**config.mk**
```make
export PLATFORM = sky130hd
export DESIGN_NAME = go_back_n_sender_window_unit
export DESIGN_NICKNAME = d
export VERILOG_FILES = /design/src/gbn_pkg.sv /design/src/go_back_n_sender_window_unit.sv /design/src/gbn_alu.sv /design/src/gbn_store.sv /design/src/gbn_ctrl.sv
export VERILOG_INCLUDE_DIRS = /design/src /design/src/src
export SDC_FILE = /design/constraint.sdc
export NUM_CORES = 1
export LEC_CHECK = 0
export BUFFER_PORTS_ARGS = -buffer_cell sky130_fd_sc_hd__buf_2
export CORE_AREA = 2 2 134 168
export CTS_CLUSTER_SIZE = 30
export DETAILED_ROUTE_END_ITERATION = 7
export DIE_AREA = 0 0 136 170
export PLACE_DENSITY_LB_ADDON = 0.08
export SYNTH_ARGS = -nofsm -noshare
export SYNTH_HDL_FRONTEND = slang
export SYNTH_SLANG_ARGS = --single-unit
```
**constraint.sdc**
```tcl
create_clock -name clk_i -period 3 [get_ports clk_i]
set_input_delay 0.6 -clock clk_i [delete_from_list [all_inputs] [get_ports clk_i]]
set_output_delay 0.6 -clock clk_i [all_outputs]
set_load 0.05 [all_outputs]
```
**src/go_back_n_sender_window_unit_assert.svh**
```systemverilog
// ----------------------------------------------------------------------------
// go_back_n_sender_window_unit_assert.svh
// Assertion macros for the Go-Back-N sender window unit.
// ----------------------------------------------------------------------------
`ifndef GO_BACK_N_SENDER_WINDOW_UNIT_ASSERT_SVH
`define GO_BACK_N_SENDER_WINDOW_UNIT_ASSERT_SVH

// prop holds at every clock edge outside reset
`define GBN_ASSERT_HOLDS(name, prop, msg) \
  name: assert property (@(posedge clk_i) disable iff (!rst_ni) (prop)) else $error(msg);

// cond at one edge implies prop at the next edge
`define GBN_ASSERT_NEXT(name, cond, prop, msg) \
  name: assert property (@(posedge clk_i) disable iff (!rst_ni) (cond) |=> (prop)) \
    else $error(msg);

`endif

```
**src/gbn_pkg.sv**
```systemverilog
// ----------------------------------------------------------------------------
// gbn_pkg
// Shared constants and types of the Go-Back-N sender window unit.
// ----------------------------------------------------------------------------
package gbn_pkg;

  localparam int WINDOW       = 4;
  localparam int SEQ_BITS     = 3;
  localparam int PAYLOAD_BITS = 32;

  localparam int SLOT_BITS = $clog2(WINDOW);
  localparam int CNT_BITS  = $clog2(WINDOW + 1);
  localparam int CMP_BITS  = (SEQ_BITS > CNT_BITS) ? SEQ_BITS : CNT_BITS;

  // operation codes
  localparam logic [1:0] OP_SEND    = 2'd0;
  localparam logic [1:0] OP_ACK     = 2'd1;
  localparam logic [1:0] OP_TIMEOUT = 2'd2;

  // timer commands
  localparam logic [1:0] TMR_NONE    = 2'd0;
  localparam logic [1:0] TMR_START   = 2'd1;
  localparam logic [1:0] TMR_STOP    = 2'd2;
  localparam logic [1:0] TMR_RESTART = 2'd3;

  typedef struct packed {
    logic                    packet_valid;
    logic [SEQ_BITS-1:0]     packet_seq;
    logic [PAYLOAD_BITS-1:0] packet_data;
    logic                    accepted;
    logic [1:0]              timer_cmd;
    logic                    window_full;
    logic                    last;
  } gbn_res_t;

endpackage

```
**src/go_back_n_sender_window_unit.sv**
```systemverilog
// ----------------------------------------------------------------------------
// go_back_n_sender_window_unit
// Go-Back-N ARQ sender window: window of 4, 3-bit sequence numbers.
//
//   channel | direction | handshake                | payload
//   --------+-----------+--------------------------+---------------------------
//   in      | input     | in_valid_i / in_stall_o  | op, payload, ack_number,
//           |           |                          | ack_check_ok
//   out     | output    | out_valid_o / out_stall_i| packet_valid, packet_seq,
//           |           |                          | packet_data, accepted,
//           |           |                          | timer_cmd, window_full, last
//
// Sequence: a send or a bad-checksum ack runs the count and output steps,
//   a good ack the count, ack and output steps, a timeout the count step
//   then a read and an emit step per outstanding packet (output when none).
//   Steps use the shared modulo adder at most once; buffer reads are registered.
// Reset: asynchronous, active low; window empty, base and next at zero.
// Stalls: results pass through one output register; while it holds a
//   stalled result, the sequencer waits to hand over its next result.
// ----------------------------------------------------------------------------
module go_back_n_sender_window_unit
  import gbn_pkg::*;
(
  input  logic                    clk_i,
  input  logic                    rst_ni,
  // input channel
  input  logic                    in_valid_i,
  output logic                    in_stall_o,
  input  logic [1:0]              op_i,
  input  logic [PAYLOAD_BITS-1:0] payload_i,
  input  logic [SEQ_BITS-1:0]     ack_number_i,
  input  logic                    ack_check_ok_i,
  // output channel
  output logic                    out_valid_o,
  input  logic                    out_stall_i,
  output logic                    packet_valid_o,
  output logic [SEQ_BITS-1:0]     packet_seq_o,
  output logic [PAYLOAD_BITS-1:0] packet_data_o,
  output logic                    accepted_o,
  output logic [1:0]              timer_cmd_o,
  output logic                    window_full_o,
  output logic                    last_o
);

  logic     res_valid;
  logic     res_ready;
  gbn_res_t res;

  logic     out_valid_q, out_valid_d;
  gbn_res_t out_q, out_d;

  gbn_ctrl u_ctrl (
    .clk_i         (clk_i),
    .rst_ni        (rst_ni),
    .in_valid_i    (in_valid_i),
    .in_stall_o    (in_stall_o),
    .op_i          (op_i),
    .payload_i     (payload_i),
    .ack_number_i  (ack_number_i),
    .ack_check_ok_i(ack_check_ok_i),
    .res_valid_o   (res_valid),
    .res_ready_i   (res_ready),
    .res_o         (res)
  );

  // output register: free when empty or being drained this cycle
  assign res_ready = !out_valid_q || !out_stall_i;

  always_comb begin
    out_valid_d = out_valid_q;
    out_d       = out_q;
    if (res_ready) begin
      out_valid_d = res_valid;
      if (res_valid) begin
        out_d = res;
      end
    end
  end

  always_ff @(posedge clk_i or negedge rst_ni) begin
    if (!rst_ni) begin
      out_valid_q <= 1'b0;
    end else begin
      out_valid_q <= out_valid_d;
    end
  end

  always_ff @(posedge clk_i) begin
    out_q <= out_d;
  end

  assign out_valid_o    = out_valid_q;
  assign packet_valid_o = out_q.packet_valid;
  assign packet_seq_o   = out_q.packet_seq;
  assign packet_data_o  = out_q.packet_data;
  assign accepted_o     = out_q.accepted;
  assign timer_cmd_o    = out_q.timer_cmd;
  assign window_full_o  = out_q.window_full;
  assign last_o         = out_q.last;

  `include "go_back_n_sender_window_unit_assert.svh"

  // an accepted input makes the sequencer busy in the next cycle
  `GBN_ASSERT_NEXT(a_busy_after_accept, in_valid_i && !in_stall_o, in_stall_o, "accept not followed by busy")

  // only a retransmission run produces more than one result per transaction
  `GBN_ASSERT_HOLDS(a_multi_only_rtx, !(out_valid_o && !last_o) || (packet_valid_o && !accepted_o), "non-final result outside a retransmission run")

  // a timer start goes only with an accepted send
  `GBN_ASSERT_HOLDS(a_start_on_send, !(out_valid_o && timer_cmd_o == TMR_START) || (accepted_o && packet_valid_o), "timer start without accepted send")

endmodule

```
**src/gbn_alu.sv**
```systemverilog
// ----------------------------------------------------------------------------
// gbn_alu
// Shared modulo sequence-number adder/subtractor.
// ----------------------------------------------------------------------------
module gbn_alu
  import gbn_pkg::*;
(
  input  logic [SEQ_BITS-1:0] a_i,
  input  logic [SEQ_BITS-1:0] b_i,
  input  logic                sub_i,
  output logic [SEQ_BITS-1:0] res_o
);

  // wraps modulo 2^SEQ_BITS
  assign res_o = sub_i ? (a_i - b_i) : (a_i + b_i);

endmodule

```
**src/gbn_store.sv**
```systemverilog
// ----------------------------------------------------------------------------
// gbn_store
// Packet buffer, one slot per window position, registered read.
// ----------------------------------------------------------------------------
module gbn_store
  import gbn_pkg::*;
(
  input  logic                    clk_i,
  input  logic                    wr_en_i,
  input  logic [SLOT_BITS-1:0]    wr_addr_i,
  input  logic [PAYLOAD_BITS-1:0] wr_data_i,
  input  logic                    rd_en_i,
  input  logic [SLOT_BITS-1:0]    rd_addr_i,
  output logic [PAYLOAD_BITS-1:0] rd_data_o
);

  logic [PAYLOAD_BITS-1:0] mem_q [WINDOW];
  logic [PAYLOAD_BITS-1:0] rd_data_q;

  always_ff @(posedge clk_i) begin
    if (wr_en_i) begin
      mem_q[wr_addr_i] <= wr_data_i;
    end
  end

  always_ff @(posedge clk_i) begin
    if (rd_en_i) begin
      rd_data_q <= mem_q[rd_addr_i];
    end
  end

  assign rd_data_o = rd_data_q;

endmodule

```
**src/gbn_ctrl.sv**
```systemverilog
// ----------------------------------------------------------------------------
// gbn_ctrl
// Sequencer: window state, ack check and retransmission run over the
// shared adder and the packet buffer.
// ----------------------------------------------------------------------------
module gbn_ctrl
  import gbn_pkg::*;
(
  input  logic                    clk_i,
  input  logic                    rst_ni,
  input  logic                    in_valid_i,
  output logic                    in_stall_o,
  input  logic [1:0]              op_i,
  input  logic [PAYLOAD_BITS-1:0] payload_i,
  input  logic [SEQ_BITS-1:0]     ack_number_i,
  input  logic                    ack_check_ok_i,
  output logic                    res_valid_o,
  input  logic                    res_ready_i,
  output gbn_res_t                res_o
);

  localparam logic [2:0] ST_IDLE  = 3'd0;
  localparam logic [2:0] ST_COUNT = 3'd1;
  localparam logic [2:0] ST_ACK   = 3'd2;
  localparam logic [2:0] ST_RD    = 3'd3;
  localparam logic [2:0] ST_EMIT  = 3'd4;
  localparam logic [2:0] ST_OUT   = 3'd5;

  logic [2:0]              state_q, state_d;
  logic [1:0]              op_q, op_d;
  logic [PAYLOAD_BITS-1:0] payload_q, payload_d;
  logic [SEQ_BITS-1:0]     ack_q, ack_d;
  logic                    ok_q, ok_d;
  logic [SEQ_BITS-1:0]     base_q, base_d;
  logic [SEQ_BITS-1:0]     next_q, next_d;
  logic                    full_q, full_d;
  logic [CNT_BITS-1:0]     n_q, n_d;
  logic [SLOT_BITS-1:0]    idx_q, idx_d;
  logic [SEQ_BITS-1:0]     seq_q, seq_d;
  gbn_res_t                res_q, res_d;

  logic [SEQ_BITS-1:0]     alu_a, alu_b, alu_res;
  logic                    alu_sub;
  logic                    wr_en, rd_en;
  logic [SLOT_BITS-1:0]    wr_addr, rd_addr;
  logic [PAYLOAD_BITS-1:0] rd_data;

  logic [SEQ_BITS-1:0]     next_inc, ack_inc, wnd_end;
  logic [CNT_BITS-1:0]     n_now, idx_cnt;
  logic                    run_last, in_win;

  gbn_alu u_alu (
    .a_i  (alu_a),
    .b_i  (alu_b),
    .sub_i(alu_sub),
    .res_o(alu_res)
  );

  gbn_store u_store (
    .clk_i    (clk_i),
    .wr_en_i  (wr_en),
    .wr_addr_i(wr_addr),
    .wr_data_i(payload_q),
    .rd_en_i  (rd_en),
    .rd_addr_i(rd_addr),
    .rd_data_o(rd_data)
  );

  assign next_inc = next_q + SEQ_BITS'(1);
  assign ack_inc  = ack_q + SEQ_BITS'(1);
  assign wnd_end  = base_q + SEQ_BITS'(WINDOW);
  assign idx_cnt  = CNT_BITS'(idx_q) + CNT_BITS'(1);
  assign run_last = (idx_cnt == n_q);
  assign wr_addr  = SLOT_BITS'(next_q % SEQ_BITS'(WINDOW));
  assign rd_addr  = SLOT_BITS'(alu_res % SEQ_BITS'(WINDOW));

  // outstanding count, valid while alu computes next - base
  assign n_now = full_q ? CNT_BITS'(WINDOW) :
                 ((CMP_BITS'(alu_res) > CMP_BITS'(WINDOW)) ? CNT_BITS'(WINDOW)
                                                            : CNT_BITS'(alu_res));
  // valid while alu computes ack - base
  assign in_win = CMP_BITS'(alu_res) < CMP_BITS'(n_q);

  always_comb begin
    state_d     = state_q;
    op_d        = op_q;
    payload_d   = payload_q;
    ack_d       = ack_q;
    ok_d        = ok_q;
    base_d      = base_q;
    next_d      = next_q;
    full_d      = full_q;
    n_d         = n_q;
    idx_d       = idx_q;
    seq_d       = seq_q;
    res_d       = res_q;
    alu_a       = next_q;
    alu_b       = base_q;
    alu_sub     = 1'b1;
    wr_en       = 1'b0;
    rd_en       = 1'b0;
    res_valid_o = 1'b0;
    res_o       = res_q;

    unique case (state_q)
      ST_IDLE: begin
        if (in_valid_i) begin
          op_d      = op_i;
          payload_d = payload_i;
          ack_d     = ack_number_i;
          ok_d      = ack_check_ok_i;
          state_d   = ST_COUNT;
        end
      end

      ST_COUNT: begin
        n_d               = n_now;
        res_d             = '0;
        res_d.window_full = full_q;
        res_d.last        = 1'b1;
        state_d           = ST_OUT;
        unique case (op_q)
          OP_SEND: begin
            if (!full_q) begin
              wr_en              = 1'b1;
              next_d             = next_inc;
              full_d             = (next_inc == wnd_end);
              res_d.packet_valid = 1'b1;
              res_d.packet_seq   = next_q;
              res_d.packet_data  = payload_q;
              res_d.accepted     = 1'b1;
              res_d.timer_cmd    = (n_now == '0) ? TMR_START : TMR_NONE;
              res_d.window_full  = (next_inc == wnd_end);
            end
          end
          OP_ACK: begin
            if (ok_q) begin
              state_d = ST_ACK;
            end
          end
          OP_TIMEOUT: begin
            if (n_now == '0) begin
              res_d.timer_cmd = TMR_RESTART;
            end else begin
              idx_d   = '0;
              state_d = ST_RD;
            end
          end
          default: begin
          end
        endcase
      end

      ST_ACK: begin
        alu_a             = ack_q;
        res_d             = '0;
        res_d.last        = 1'b1;
        res_d.window_full = full_q;
        if (in_win) begin
          base_d            = ack_inc;
          full_d            = 1'b0;
          res_d.window_full = 1'b0;
          res_d.timer_cmd   = (next_q == ack_inc) ? TMR_STOP : TMR_RESTART;
        end else begin
          res_d.timer_cmd   = (n_q == '0) ? TMR_STOP : TMR_RESTART;
        end
        state_d = ST_OUT;
      end

      ST_RD: begin
        alu_a   = base_q;
        alu_b   = SEQ_BITS'(idx_q);
        alu_sub = 1'b0;
        rd_en   = 1'b1;
        seq_d   = alu_res;
        state_d = ST_EMIT;
      end

      ST_EMIT: begin
        res_valid_o        = 1'b1;
        res_o.packet_valid = 1'b1;
        res_o.packet_seq   = seq_q;
        res_o.packet_data  = rd_data;
        res_o.accepted     = 1'b0;
        res_o.timer_cmd    = (idx_q == '0) ? TMR_RESTART : TMR_NONE;
        res_o.window_full  = full_q;
        res_o.last         = run_last;
        if (res_ready_i) begin
          if (run_last) begin
            state_d = ST_IDLE;
          end else begin
            idx_d   = idx_q + SLOT_BITS'(1);
            state_d = ST_RD;
          end
        end
      end

      ST_OUT: begin
        res_valid_o = 1'b1;
        if (res_ready_i) begin
          state_d = ST_IDLE;
        end
      end

      default: begin
        state_d = ST_IDLE;
      end
    endcase
  end

  assign in_stall_o = (state_q != ST_IDLE);

  always_ff @(posedge clk_i or negedge rst_ni) begin
    if (!rst_ni) begin
      state_q <= ST_IDLE;
      base_q  <= '0;
      next_q  <= '0;
      full_q  <= 1'b0;
      n_q     <= '0;
      idx_q   <= '0;
      op_q    <= OP_SEND;
      ok_q    <= 1'b0;
    end else begin
      state_q <= state_d;
      base_q  <= base_d;
      next_q  <= next_d;
      full_q  <= full_d;
      n_q     <= n_d;
      idx_q   <= idx_d;
      op_q    <= op_d;
      ok_q    <= ok_d;
    end
  end

  always_ff @(posedge clk_i) begin
    payload_q <= payload_d;
    ack_q     <= ack_d;
    seq_q     <= seq_d;
    res_q     <= res_d;
  end

endmodule
```
==> qor.csv <==
metric,value,unit
period_needed,2810,ps
p_seq_share,41.6,%
firstDrtPassIters,5,
htree_levels,1,
antenna_found_initial,0,
max_cap_viol_count,0,
wirelength,21300,um
synthXorXnorAreaFrac,1.68,%
fin_skew,13.9,ps
grt_pass1_wl,33100,um
tightest_slew,866,ps
cts.repair.resized,0,
async_flop_share,6.40,%
fillers,1612,
die_h,170,um
place_hpwl,12600,um
synth_compound_area_share,2.24,%
place_area,12400,um2
clock-sinks,297,
setup_violations,0,
gp_congestion,0.851,
path_clk_slew,60,ps
clk_path_buf_depth,3,
antenna_cells,0,
clock.fmax,356,MHz
core_area,21500,um2
vias_per_cell,5.36,
grt_max_degree,35,
synth-simple-area-share,8.68,%
num_vias,5737,
synth_nets,714,
yosysWarnings,0,
drt-wirelength-per-cell,19.9,um
numPortBuffers,84,
nets,827,
synthCells,658,
cp_data_arrival_time,3190,ps
power_switching,5380,uW
hold_path.class,input port to asynchronous set/reset pin,
powerDensity,1180,nW/um2
rsz0062_at_grt,true,
grt_pass1_vias,6023,
combPwrFrac,37.5,%
hold_viol,0,
track_usage,19.0,%
synth_top_family_by_area,simple AND/OR/NAND/NOR gates,
worst_slack,195,ps
synth_adder_area_share,1.60,%
syn_area,11400,um2
drc,0,
swShare,34.5,%
period_share,93.5,%
io_pins,85,
clk_latency,540,ps
rows,60,
synth.ff_latch_count,297,
vdd_drop_max,0.000968,V
relSlewSlack,42.3,%
start_util,53.2,%
crit_type,flip-flop to flip-flop,
synth_flop_cell,edfxtp_1,
synth_edf_count,278,
outcome,"finished, final reports clean",
area_delta_synth_final,15.7,%
overflow,0,
dpl_worst_slack,71.5,ps
final_cell_area,13200,um2
critPathMaxFanout,7,
drtIter0Drc,420,
p_int,10200,uW
power_leakage,0.00481,uW
avgSynthCellArea,17.3,um2
synth.distinct_cells,51,
synth-seq-area-share,77.3,%
ant_nets,0,
drive_above_1_share,25.5,%
required,3380,ps
dieArea,23100,um2
cts-root-buf,clkbuf_16,
cts_tree,built,
ctsHoldBuffers,0,
finalSetupTns,0,ps
cts_setup_buffers,0,
pwr-share-clk,20.9,%
die_width,136,um
cts_buffers,29,
drv_slew,0,
reg2regPathDepth,14,
end_kind,flip-flop,
yosys-mux-area-fraction,6.92,%
start_kind,flip-flop,
state kept, by name (all words and copies together), names as in the netlist:
register / flops
packet_valid_o: 1
u_ctrl.ack_q: 3
timer_cmd_o: 2
u_ctrl.payload_q: 32
u_ctrl.u_store.mem_q: 128
u_ctrl.next_q: 3
u_ctrl.full_q: 1
out_valid_o: 1
u_ctrl.u_store.rd_data_o: 32
u_ctrl.state_q: 3
u_ctrl.idx_q: 2
u_ctrl.seq_q: 3
u_ctrl.ok_q: 1
packet_data_o: 32
packet_seq_o: 3
u_ctrl.base_q: 3
accepted_o: 1
u_ctrl.n_q: 3
u_ctrl.op_q: 2
window_full_o: 1
last_o: 1
u_ctrl.res_q: 39
area by class of cell:
| class | count | area, um2 | share of cell area [%] |
|---|---|---|---|
| multi-input cells | 318 | 2450 | 18.5 |
| clock inverters | 13 | 87.6 | 0.663 |
| flip-flops and latches | 297 | 8820 | 66.8 |
| clock buffers | 38 | 759 | 5.75 |
| inverters | 17 | 63.8 | 0.483 |
| well taps | 279 | 349 | 2.64 |
| repair buffers | 108 | 676 | 5.11 |
Yosys cell counts, types with 2 or more instances:
cell type	instances	share of area, %
buf_2	9	0.39
buf_1	3	0.099
xnor2_1	11	0.84
xor2_1	4	0.31
clkbuf_1	13	0.43
mux2_2	2	0.20
nand2_1	136	4.5
xnor2_2	2	0.29
a21oi_1	7	0.31
o21ai_0	11	0.48
inv_1	17	0.56
nor2_1	9	0.30
and2_1	39	2.1
ha_1	13	1.4
edfxtp_1	278	73
nor3_1	8	0.35
nand3_1	3	0.13
nand2b_1	5	0.27
mux4_2	32	6.3
o41ai_1	4	0.31
dfrtp_1	19	4.2
a21o_1	2	0.13
nor2_4	2	0.20
mux2i_1	2	0.18
worst paths after layout:
| kind | end | slack (ps) | startpoint |
|---|---|---|---|
| worst max-delay path | u_ctrl.res_q[2]$_DFFE_PP_ | 190 | u_ctrl.state_q[1]$_DFFE_PN0P_ |
| worst min-delay path | u_ctrl.idx_q[1]$_DFFE_PN0P_ | 40 | rst_ni |
| min in group clk_i | u_ctrl.payload_q[12]$_DFFE_PP_ | 230 | payload_i[12] |
| worst min register to register | packet_data_o[14]$_DFFE_PP_ | 510 | u_ctrl.u_store.rd_data_o[14]$_DFFE_PP_ |
| max in group asynchronous | u_ctrl.base_q[0]$_DFFE_PN0P_ | 2580 | rst_ni |
| worst max register to register | u_ctrl.res_q[2]$_DFFE_PP_ | 190 | u_ctrl.state_q[1]$_DFFE_PN0P_ |
metal layers:
metal,GRT usage [%],wire [um],vias up,part of all wire (%)
met5,0,0,-,0
met4,6.02,543,0,2.5
met3,3.22,1040,42,4.9
met2,33.2,10900,156,51
met1,24.3,8820,2880,41
li1,-,-,2659,-
cell families (layout without fill, tap and decap cells):
family          Yosys count  after routing
xor+xnor                 18             18
flops                   297            297
simple gates            212            212
mux                      38             38
buf+inv                  43            176
fa+ha+maj                14             14
compound gates           36             36
through the flow:
stage	hold slack [ps]	power [uW]	cells	utilization [%]
after global routing	57.9	16500	1070	61.5
after global placement	482	12300	1019	57.5
after detailed placement	496	12500	1019	57.5
final	38.1	15600	1070	61.5
after floorplan	304	10800	658	-
after CTS	32.3	15800	1070	61.5
power groups by stage:
stage	clock [uW]	combinational, uW	sequential [uW]
2_1_floorplan	0	3620	7210
3_3_place_gp	0	5800	6540
3_5_place_dp	0	5900	6580
4_1_cts	3340	5940	6500
5_1_grt	3490	6420	6590
6_report	3260	5860	6500
worst max-delay path: stages (launching register included):
cell and delay (ps):
dfrtp_1 370, buf_4 160, nand2b_4 140, nand2_1 70
o21ai_1 80, ha_2 170, inv_1 40, fa_2 380
xnor2_4 160, xnor2_2 150, ha_1 280, inv_1 50
o21ai_1 140, mux2_2 340, o2bb2ai_1 130
cell usage in the layout, fill, tap and decap left out, types with 5 or more instances in the layout:
master | netlist | routed
buf_2 | 9 | 84
xnor2_1 | 11 | 11
clkbuf_16 | 0 | 29
clkinv_1 | 0 | 9
a21oi_1 | 7 | 7
inv_1 | 17 | 16
o21ai_0 | 11 | 8
dfrtp_1 | 19 | 18
buf_4 | 0 | 18
nand2_1 | 136 | 134
nor2_1 | 9 | 6
and2_1 | 39 | 35
edfxtp_1 | 278 | 278
mux4_2 | 32 | 32
nor3_1 | 8 | 8
clkbuf_1 | 13 | 9
buf_12 | 0 | 6
nand2b_1 | 5 | 5
ha_1 | 13 | 12
No activity file was read; power rests on OpenSTA's default activity.
